`src/dstg_pkg.sv`:
```
`default_nettype none

package dstg_pkg;

	localparam int KIND_W   = 2;
	localparam int PERIOD_W = 16;
	localparam int DUR_W    = 8;
	localparam int DAC_W    = 10;

	// two channel steps of up to 2047 each fit in 12 bits
	localparam int SUM_W    = 12;
	localparam int MIX_MAX  = 1023;

	localparam int COUNTER_BITS_DEF = 16;
	localparam int LEVEL_STEP_DEF   = 511;

	localparam int S_TDATA_W = 32;
	localparam int M_TDATA_W = 16;

	typedef enum logic [KIND_W-1:0] {
		KIND_TICK  = 2'd0,
		KIND_DUR   = 2'd1,
		KIND_START = 2'd2,
		KIND_STOP  = 2'd3
	} kind_t;

	// command seen by one channel
	typedef struct packed {
		kind_t                kind;
		logic                 hit;
		logic [PERIOD_W-1:0]  period;
		logic [DUR_W-1:0]     duration;
	} chan_cmd_t;

	// channel status back to the top level
	typedef struct packed {
		logic running;
		logic level_next;
		logic wrap;
	} chan_stat_t;

endpackage

`default_nettype wire

```
`src/dstg_channel.sv`:
```
`default_nettype none

module dstg_channel #(
	parameter int COUNTER_BITS = dstg_pkg::COUNTER_BITS_DEF
) (
	input  wire                     clk,
	input  wire                     arst_n,
	input  wire                     step,
	input  wire dstg_pkg::chan_cmd_t cmd,
	output dstg_pkg::chan_stat_t    stat
);

	logic [COUNTER_BITS-1:0]     cnt_q, cnt_d;
	logic [COUNTER_BITS-1:0]     per_q, per_d;
	logic [dstg_pkg::DUR_W-1:0]  rem_q, rem_d;
	logic                        run_q, run_d;
	logic                        lvl_q, lvl_d;
	logic                        wrap;

	always_comb begin
		cnt_d = cnt_q;
		per_d = per_q;
		rem_d = rem_q;
		run_d = run_q;
		lvl_d = lvl_q;
		wrap  = 1'b0;
		unique case (cmd.kind)
			dstg_pkg::KIND_TICK: begin
				if (run_q) begin
					if (cnt_q == per_q) begin
						cnt_d = '0;
						lvl_d = !lvl_q;
						wrap  = 1'b1;
					end else begin
						// counter above period rolls over at all-ones
						cnt_d = cnt_q + COUNTER_BITS'(1);
					end
				end
			end
			dstg_pkg::KIND_DUR: begin
				if (cmd.hit && rem_q != '0) begin
					rem_d = rem_q - dstg_pkg::DUR_W'(1);
					if (rem_q == dstg_pkg::DUR_W'(1)) begin
						lvl_d = 1'b0;
						run_d = 1'b0;
					end
				end
			end
			dstg_pkg::KIND_START: begin
				if (cmd.hit) begin
					rem_d = cmd.duration;
					per_d = COUNTER_BITS'(cmd.period);
					run_d = 1'b1;
				end
			end
			dstg_pkg::KIND_STOP: begin
				if (cmd.hit) begin
					rem_d = '0;
					lvl_d = 1'b0;
					run_d = 1'b0;
				end
			end
		endcase
	end

	always_ff @(posedge clk or negedge arst_n) begin
		if (!arst_n) begin
			cnt_q <= '0;
			per_q <= '0;
			rem_q <= '0;
			run_q <= 1'b0;
			lvl_q <= 1'b0;
		end else if (step) begin
			cnt_q <= cnt_d;
			per_q <= per_d;
			rem_q <= rem_d;
			run_q <= run_d;
			lvl_q <= lvl_d;
		end
	end

	assign stat.running    = run_q;
	assign stat.level_next = lvl_d;
	assign stat.wrap       = wrap;

endmodule

`default_nettype wire

```
`src/dstg_mixer.sv`:
```
`default_nettype none

module dstg_mixer #(
	parameter int LEVEL_STEP = dstg_pkg::LEVEL_STEP_DEF
) (
	input  wire                        clk,
	input  wire                        arst_n,
	input  wire                        step,
	input  wire dstg_pkg::chan_stat_t  stat0,
	input  wire dstg_pkg::chan_stat_t  stat1,
	output logic [dstg_pkg::DAC_W-1:0] mix
);

	logic [dstg_pkg::SUM_W-1:0] sum;
	logic [dstg_pkg::DAC_W-1:0] mix_q;

	always_comb begin
		sum = (stat0.level_next ? dstg_pkg::SUM_W'(LEVEL_STEP) : '0)
		    + (stat1.level_next ? dstg_pkg::SUM_W'(LEVEL_STEP) : '0);
	end

	// remix only when a channel toggled; a stop leaves the word alone
	always_ff @(posedge clk or negedge arst_n) begin
		if (!arst_n) begin
			mix_q <= '0;
		end else if (step && (stat0.wrap || stat1.wrap)) begin
			if (sum > dstg_pkg::SUM_W'(dstg_pkg::MIX_MAX))
				mix_q <= dstg_pkg::DAC_W'(dstg_pkg::MIX_MAX);
			else
				mix_q <= sum[dstg_pkg::DAC_W-1:0];
		end
	end

	assign mix = mix_q;

endmodule

`default_nettype wire

```
`src/dual_square_tone_generator.sv`:
```
// Two-channel square-wave tone generator.
// Input stream (s_axis): tuser carries the item kind (prescaled tick, duration
// tick, start, stop); tdata carries channel, period and duration. Start loads
// a channel's period and duration and enables it; stop disables it and drops
// its level. Each prescaled tick advances both enabled counters and toggles a
// channel's level when its counter matches the period.
// Output stream (m_axis): one item per input item, with the mixed DAC word
// and both channel enable flags after that input has taken effect.
// An accepted item goes through the input register, then the channel state and
// output register, which are updated together.
// Throughput: one item per cycle unless m_axis stalls; the only path is the
// combinational channel update between input and state/output registers.
// Reset clears all counters, periods, durations, levels and the DAC word and
// empties both registers. When the receiver stalls, the output holds and
// one further item is taken into the input register; then s_axis_tready
// drops until the output is taken.
`default_nettype none

module dual_square_tone_generator #(
	parameter int COUNTER_BITS = dstg_pkg::COUNTER_BITS_DEF,
	parameter int LEVEL_STEP   = dstg_pkg::LEVEL_STEP_DEF
) (
	input  wire                               clk,
	input  wire                               arst_n,
	input  wire                               s_axis_tvalid,
	output logic                              s_axis_tready,
	input  wire [dstg_pkg::S_TDATA_W-1:0]     s_axis_tdata,  // channel, period[15:0], duration[7:0], zero pad
	input  wire [dstg_pkg::KIND_W-1:0]        s_axis_tuser,  // kind
	output logic                              m_axis_tvalid,
	input  wire                               m_axis_tready,
	output logic [dstg_pkg::M_TDATA_W-1:0]    m_axis_tdata   // dac_value[9:0], chan0_active, chan1_active, zero pad
);

	logic                              item_valid_s1;
	dstg_pkg::kind_t                   kind_s1;
	logic                              chan_s1;
	logic [dstg_pkg::PERIOD_W-1:0]     period_s1;
	logic [dstg_pkg::DUR_W-1:0]        duration_s1;
	logic                              out_valid_q;
	logic                              step;
	dstg_pkg::chan_cmd_t               cmd0, cmd1;
	dstg_pkg::chan_stat_t              stat0, stat1;
	logic [dstg_pkg::DAC_W-1:0]        mix;

	assign step          = item_valid_s1 && (!out_valid_q || m_axis_tready);
	assign s_axis_tready = !item_valid_s1 || step;

	always_ff @(posedge clk or negedge arst_n) begin
		if (!arst_n) begin
			item_valid_s1 <= 1'b0;
			out_valid_q   <= 1'b0;
		end else begin
			if (s_axis_tready)
				item_valid_s1 <= s_axis_tvalid;
			if (step)
				out_valid_q <= 1'b1;
			else if (m_axis_tready)
				out_valid_q <= 1'b0;
		end
	end

	always_ff @(posedge clk or negedge arst_n) begin
		if (!arst_n) begin
			kind_s1     <= dstg_pkg::KIND_TICK;
			chan_s1     <= 1'b0;
			period_s1   <= '0;
			duration_s1 <= '0;
		end else if (s_axis_tvalid && s_axis_tready) begin
			kind_s1     <= dstg_pkg::kind_t'(s_axis_tuser);
			chan_s1     <= s_axis_tdata[0];
			period_s1   <= s_axis_tdata[dstg_pkg::PERIOD_W:1];
			duration_s1 <= s_axis_tdata[dstg_pkg::PERIOD_W+dstg_pkg::DUR_W:dstg_pkg::PERIOD_W+1];
		end
	end

	always_comb begin
		cmd0.kind     = kind_s1;
		cmd0.hit      = !chan_s1;
		cmd0.period   = period_s1;
		cmd0.duration = duration_s1;
		cmd1          = cmd0;
		cmd1.hit      = chan_s1;
	end

	dstg_channel #(.COUNTER_BITS(COUNTER_BITS)) u_chan0 (
		.clk    (clk),
		.arst_n (arst_n),
		.step   (step),
		.cmd    (cmd0),
		.stat   (stat0)
	);

	dstg_channel #(.COUNTER_BITS(COUNTER_BITS)) u_chan1 (
		.clk    (clk),
		.arst_n (arst_n),
		.step   (step),
		.cmd    (cmd1),
		.stat   (stat1)
	);

	dstg_mixer #(.LEVEL_STEP(LEVEL_STEP)) u_mixer (
		.clk    (clk),
		.arst_n (arst_n),
		.step   (step),
		.stat0  (stat0),
		.stat1  (stat1),
		.mix    (mix)
	);

	// channel state and mix word only move on step, so they are the result register
	assign m_axis_tvalid = out_valid_q;
	assign m_axis_tdata  = {
		(dstg_pkg::M_TDATA_W - dstg_pkg::DAC_W - 2)'(0),
		stat1.running,
		stat0.running,
		mix
	};

endmodule

`default_nettype wire

```
`config.mk`:
```
export PLATFORM = sky130hd
export DESIGN_NAME = dual_square_tone_generator
export DESIGN_NICKNAME = d
export VERILOG_FILES = /design/src/dstg_pkg.sv /design/src/dstg_channel.sv /design/src/dstg_mixer.sv /design/src/dual_square_tone_generator.sv
export SDC_FILE = /design/constraint.sdc
export NUM_CORES = 1
export LEC_CHECK = 0
export BUFFER_PORTS_ARGS = -buffer_cell sky130_fd_sc_hd__buf_2
export CORE_MARGIN = 3
export CORE_UTILIZATION = 64
export DETAILED_ROUTE_END_ITERATION = 7
export GPL_TIMING_DRIVEN = 0
export PLACE_DENSITY = 0.85
export REMOVE_ABC_BUFFERS = 1
export SYNTH_ARGS = -nofsm -noshare
export SYNTH_HDL_FRONTEND = slang
export SYNTH_SLANG_ARGS = --single-unit
```
`constraint.sdc`:
```
create_clock -name clk -period 4.2 [get_ports clk]
set_clock_uncertainty 0.2 [all_clocks]
set_input_delay 0.84 -clock clk [delete_from_list [all_inputs] [get_ports clk]]
set_output_delay 0.84 -clock clk [all_outputs]
set_load 0.02 [all_outputs]
```
==> run_results.csv <==
group,metric,value,unit
run_status,run_status,"complete, no violations",
placed_design,place_hpwl,8280,µm
clocking,cts_tree,"done",
critical_path,crit_type,"reg -> reg",
critical_path,worst-r2r-cell-count,6,
detailed_routing,drt-vias-per-instance,6.06,
timing,finalWorstPathRequiredPeriod,3.13,ns
timing,holdWs,0.139,ns
power_and_ir_drop,netSwitchingPower,1.28,mW
detailed_routing,dr.first_iter.drc_count,235,
clocking,resize_count_post_cts,0,
timing,setup-tns-final,0,ns
power_and_ir_drop,power.share.clock,0.339,
critical_path,path_max_fanout,16,
detailed_routing,detailedRoute.firstPassIterationCount,4,
flow_run,drv_cap,0,
power_and_ir_drop,worst_ir_drop_vdd,0.000377,V
layout,n_antenna_cell,0,
floorplan,die_width,101,µm
clocking,cts-htree-levels,4,
yosys,synth_area,5830,µm²
yosys,synthArstFlopShare,1.00,
clocking,tritoncts_num_sinks,116,
critical_path,start_kind,"register",
floorplan,design.die.area,10300,µm²
layout,fill_cells,571,
detailed_routing,postRouteAntennaNets,0,
layout,area_growth,12.7,%
power_and_ir_drop,internal_power,2.63,mW
clocking,clk-insertion-delay-late,0.51,ns
global_routing,initial_antenna_violation_count,0,
yosys,synth_edf_count,0,
power_and_ir_drop,power_share_of_the_sequential_group,0.440,
critical_path,reg2reg_from,"u_chan1.cnt_q[9]",
detailed_routing,vias,4184,
timing,slew_at_the_pin_closest_to_its_max_slew_limit,1.27,ns
clocking,numCtsBuffers,17,
timing,max_slew_violation_count,0,
clocking,postCtsHoldBufs,0,
yosys,synth.yosys.warnings,0,
yosys,synth.avg_cell_area,10.9,µm²
clocking,cts_setup_buffers,0,
placed_design,gp_congestion,0.803,
clocking,path_clk_slew,0.06,ns
clocking,cts-root-to-sink-buffers,2,
global_routing,grt_overflow,0,
critical_path,regToRegEndpoint,"u_mixer.mix[0]",
timing,grt_setup_unrepaired,"false",
timing,worst_rel_slew_slack,0.148,
critical_path,reg2reg_slack,1.07,ns
yosys,postSynthCellCount,537,
detailed_routing,drc_errors,0,
timing,setup-violations-final,0,
global_routing,grt_pass1_wl,20900,µm
power_and_ir_drop,combinationalPowerShare,0.221,
layout,layout-drive-gt1-share,0.227,
power_and_ir_drop,powerDensity,595,nW/µm²
yosys,post_synth_num_cell_types,51,
critical_path,worst_ep_arrival_time,3.32,ns
global_routing,gr-usage-all-layers,0.262,
floorplan,row_count,34,
floorplan,initial_core_util,0.662,
yosys,yosys_most_used_dff,"sky130_fd_sc_hd__dfrtp_1",
min_path,min-delay-path-class,"in -> async",
detailed_routing,wl_per_cell,18.1,µm
power_and_ir_drop,power.switching_fraction,0.328,
floorplan,ioPinCount,56,
detailed_routing,drt_wl_total,12500,µm
timing,max_freq,320,MHz
global_routing,maximum_number_of_pins_on_one_net_before_global_route_repair,72,
yosys,ys_seq_elements,116,
critical_path,worst_ep_required_time,4.39,ns
floorplan,core-area,8810,µm²
floorplan,fp.dieH,101,µm
layout,finish.net_count,617,
clocking,clk_root_buffer_cell,"sky130_fd_sc_hd__clkbuf_8",
placed_design,portBuffers,44,
timing,report.final.hold_viol_count,0,
global_routing,grt_pass1_vias,4334,
power_and_ir_drop,totalPowerFinal,3.91,mW
yosys,seq_area_frac_synth,0.498,
timing,finalCritPeriodShare,0.744,
power_and_ir_drop,leakage_power,2.88,nW
critical_path,worst_setup_path_end_kind,"register",
-- how the worst max path moves through the flow --
stage | startpoint | slack (ns) | cells after the start | endpoint
6_report | u_chan1.cnt_q[9] | 1.07 | 6 | u_mixer.mix[0]
2_1_floorplan | m_axis_tready | 1.33 | 5 | u_chan0.per_q[0]
5_1_grt | kind_s1[1] | 0.86 | 3 | u_chan1.per_q[7]
3_3_place_gp | m_axis_tready | 0.71 | 6 | u_chan0.per_q[12]
3_5_place_dp | m_axis_tready | 0.97 | 6 | u_mixer.mix[0]
4_1_cts | u_chan1.cnt_q[9] | 1.10 | 6 | u_mixer.mix[0]
-- synthesized netlist by cell type, types with 3 or more instances --
cell type,instances,area share
sky130_fd_sc_hd__nand3_1,17,0.015
sky130_fd_sc_hd__or3_1,11,0.012
sky130_fd_sc_hd__nor4_1,7,0.0075
sky130_fd_sc_hd__nor3_1,11,0.0094
sky130_fd_sc_hd__xor2_1,29,0.044
sky130_fd_sc_hd__buf_4,15,0.019
sky130_fd_sc_hd__xnor2_1,25,0.038
sky130_fd_sc_hd__dfrtp_1,116,0.50
sky130_fd_sc_hd__clkbuf_1,5,0.0032
sky130_fd_sc_hd__ha_1,10,0.021
sky130_fd_sc_hd__and2_1,4,0.0043
sky130_fd_sc_hd__o21ai_0,23,0.020
sky130_fd_sc_hd__a221o_1,6,0.010
sky130_fd_sc_hd__mux2_1,18,0.035
sky130_fd_sc_hd__nand2b_1,4,0.0043
sky130_fd_sc_hd__a31oi_1,5,0.0054
sky130_fd_sc_hd__nand2_1,36,0.023
sky130_fd_sc_hd__o31a_1,3,0.0045
sky130_fd_sc_hd__inv_1,9,0.0058
sky130_fd_sc_hd__nor3b_2,3,0.0064
sky130_fd_sc_hd__nor2b_1,3,0.0032
sky130_fd_sc_hd__a21oi_1,22,0.019
sky130_fd_sc_hd__nor2_1,45,0.029
sky130_fd_sc_hd__nand4_1,12,0.013
sky130_fd_sc_hd__buf_2,15,0.013
sky130_fd_sc_hd__mux2_2,46,0.089
sky130_fd_sc_hd__and3_1,8,0.0086
-- worst max-delay path: stages (launching register included) --
cell,delay (ns)
sky130_fd_sc_hd__dfrtp_1,0.44
sky130_fd_sc_hd__xor2_1,0.17
sky130_fd_sc_hd__nor4_1,0.36
sky130_fd_sc_hd__nand4_1,0.26
sky130_fd_sc_hd__nor2_1,0.95
sky130_fd_sc_hd__or2_4,0.29
sky130_fd_sc_hd__mux2_1,0.33
-- power groups by stage --
stage	clock network, mW	registers (mW)	logic (mW)
detailed placement	0	1.72	0.850
global placement	0	1.70	0.797
floorplan	0	1.68	0.602
finish	1.33	1.72	0.865
CTS	1.34	1.72	0.871
global route	1.39	1.76	0.959
-- cell type report --
class	count	area (µm²)	area share
sequential	116	2900	0.442
multi-input combinational	380	2700	0.411
clock buffer	18	418	0.0636
timing repair buffer	45	250	0.0381
tap	108	135	0.0206
clock inverter	14	130	0.0198
inverter	9	33.8	0.00514
-- layer usage --
metal	track usage	vias up	routed length (µm)
li1	-	1944	-
met3	0.0551	35	470
met5	0	-	0
met2	0.458	101	6550
met1	0.313	2104	5080
met4	0.115	0	412
-- flip-flops by register name (all words and copies together), names as in the netlist, 3 cells and up --
register,cells
period_s1,16
u_chan0.cnt_q,16
u_chan0.per_q,16
u_chan1.cnt_q,16
u_chan1.per_q,16
duration_s1,8
u_chan0.rem_q,8
u_chan1.rem_q,8
u_mixer.mix,3
-- placed cells by master (no fill, tap or decap), drive strengths merged, types with 18 or more instances in the layout --
| cell type | netlist | final |
|---|---|---|
| nand2 | 36 | 36 |
| nor2 | 45 | 45 |
| clkbuf | 5 | 18 |
| xnor2 | 25 | 25 |
| buf | 30 | 45 |
| a21oi | 22 | 22 |
| mux2 | 64 | 64 |
| dfrtp | 116 | 116 |
| nand3 | 18 | 18 |
| xor2 | 29 | 29 |
| o21ai | 26 | 26 |
-- metrics by stage --
step	util	cell area [µm²]	setup WS, ns	cells
after floorplan	-	5640	1.33	505
after CTS	0.747	6570	1.10	690
after global routing	0.747	6570	0.857	690
after detailed placement	0.684	6030	0.968	658
final	0.747	6570	1.07	690
after global placement	0.681	5990	0.714	657
-- cell families after synthesis --
logic type / Yosys count / synth area share
mux: 65 / 0.125
fa+ha+maj: 10 / 0.0215
flops: 116 / 0.498
other cells: 1 / 0.000643
simple gates: 170 / 0.150
compound gates: 77 / 0.0824
buf+inv: 44 / 0.0412
xor+xnor: 54 / 0.0811
Note: power is estimated with default switching activity, not from simulation.
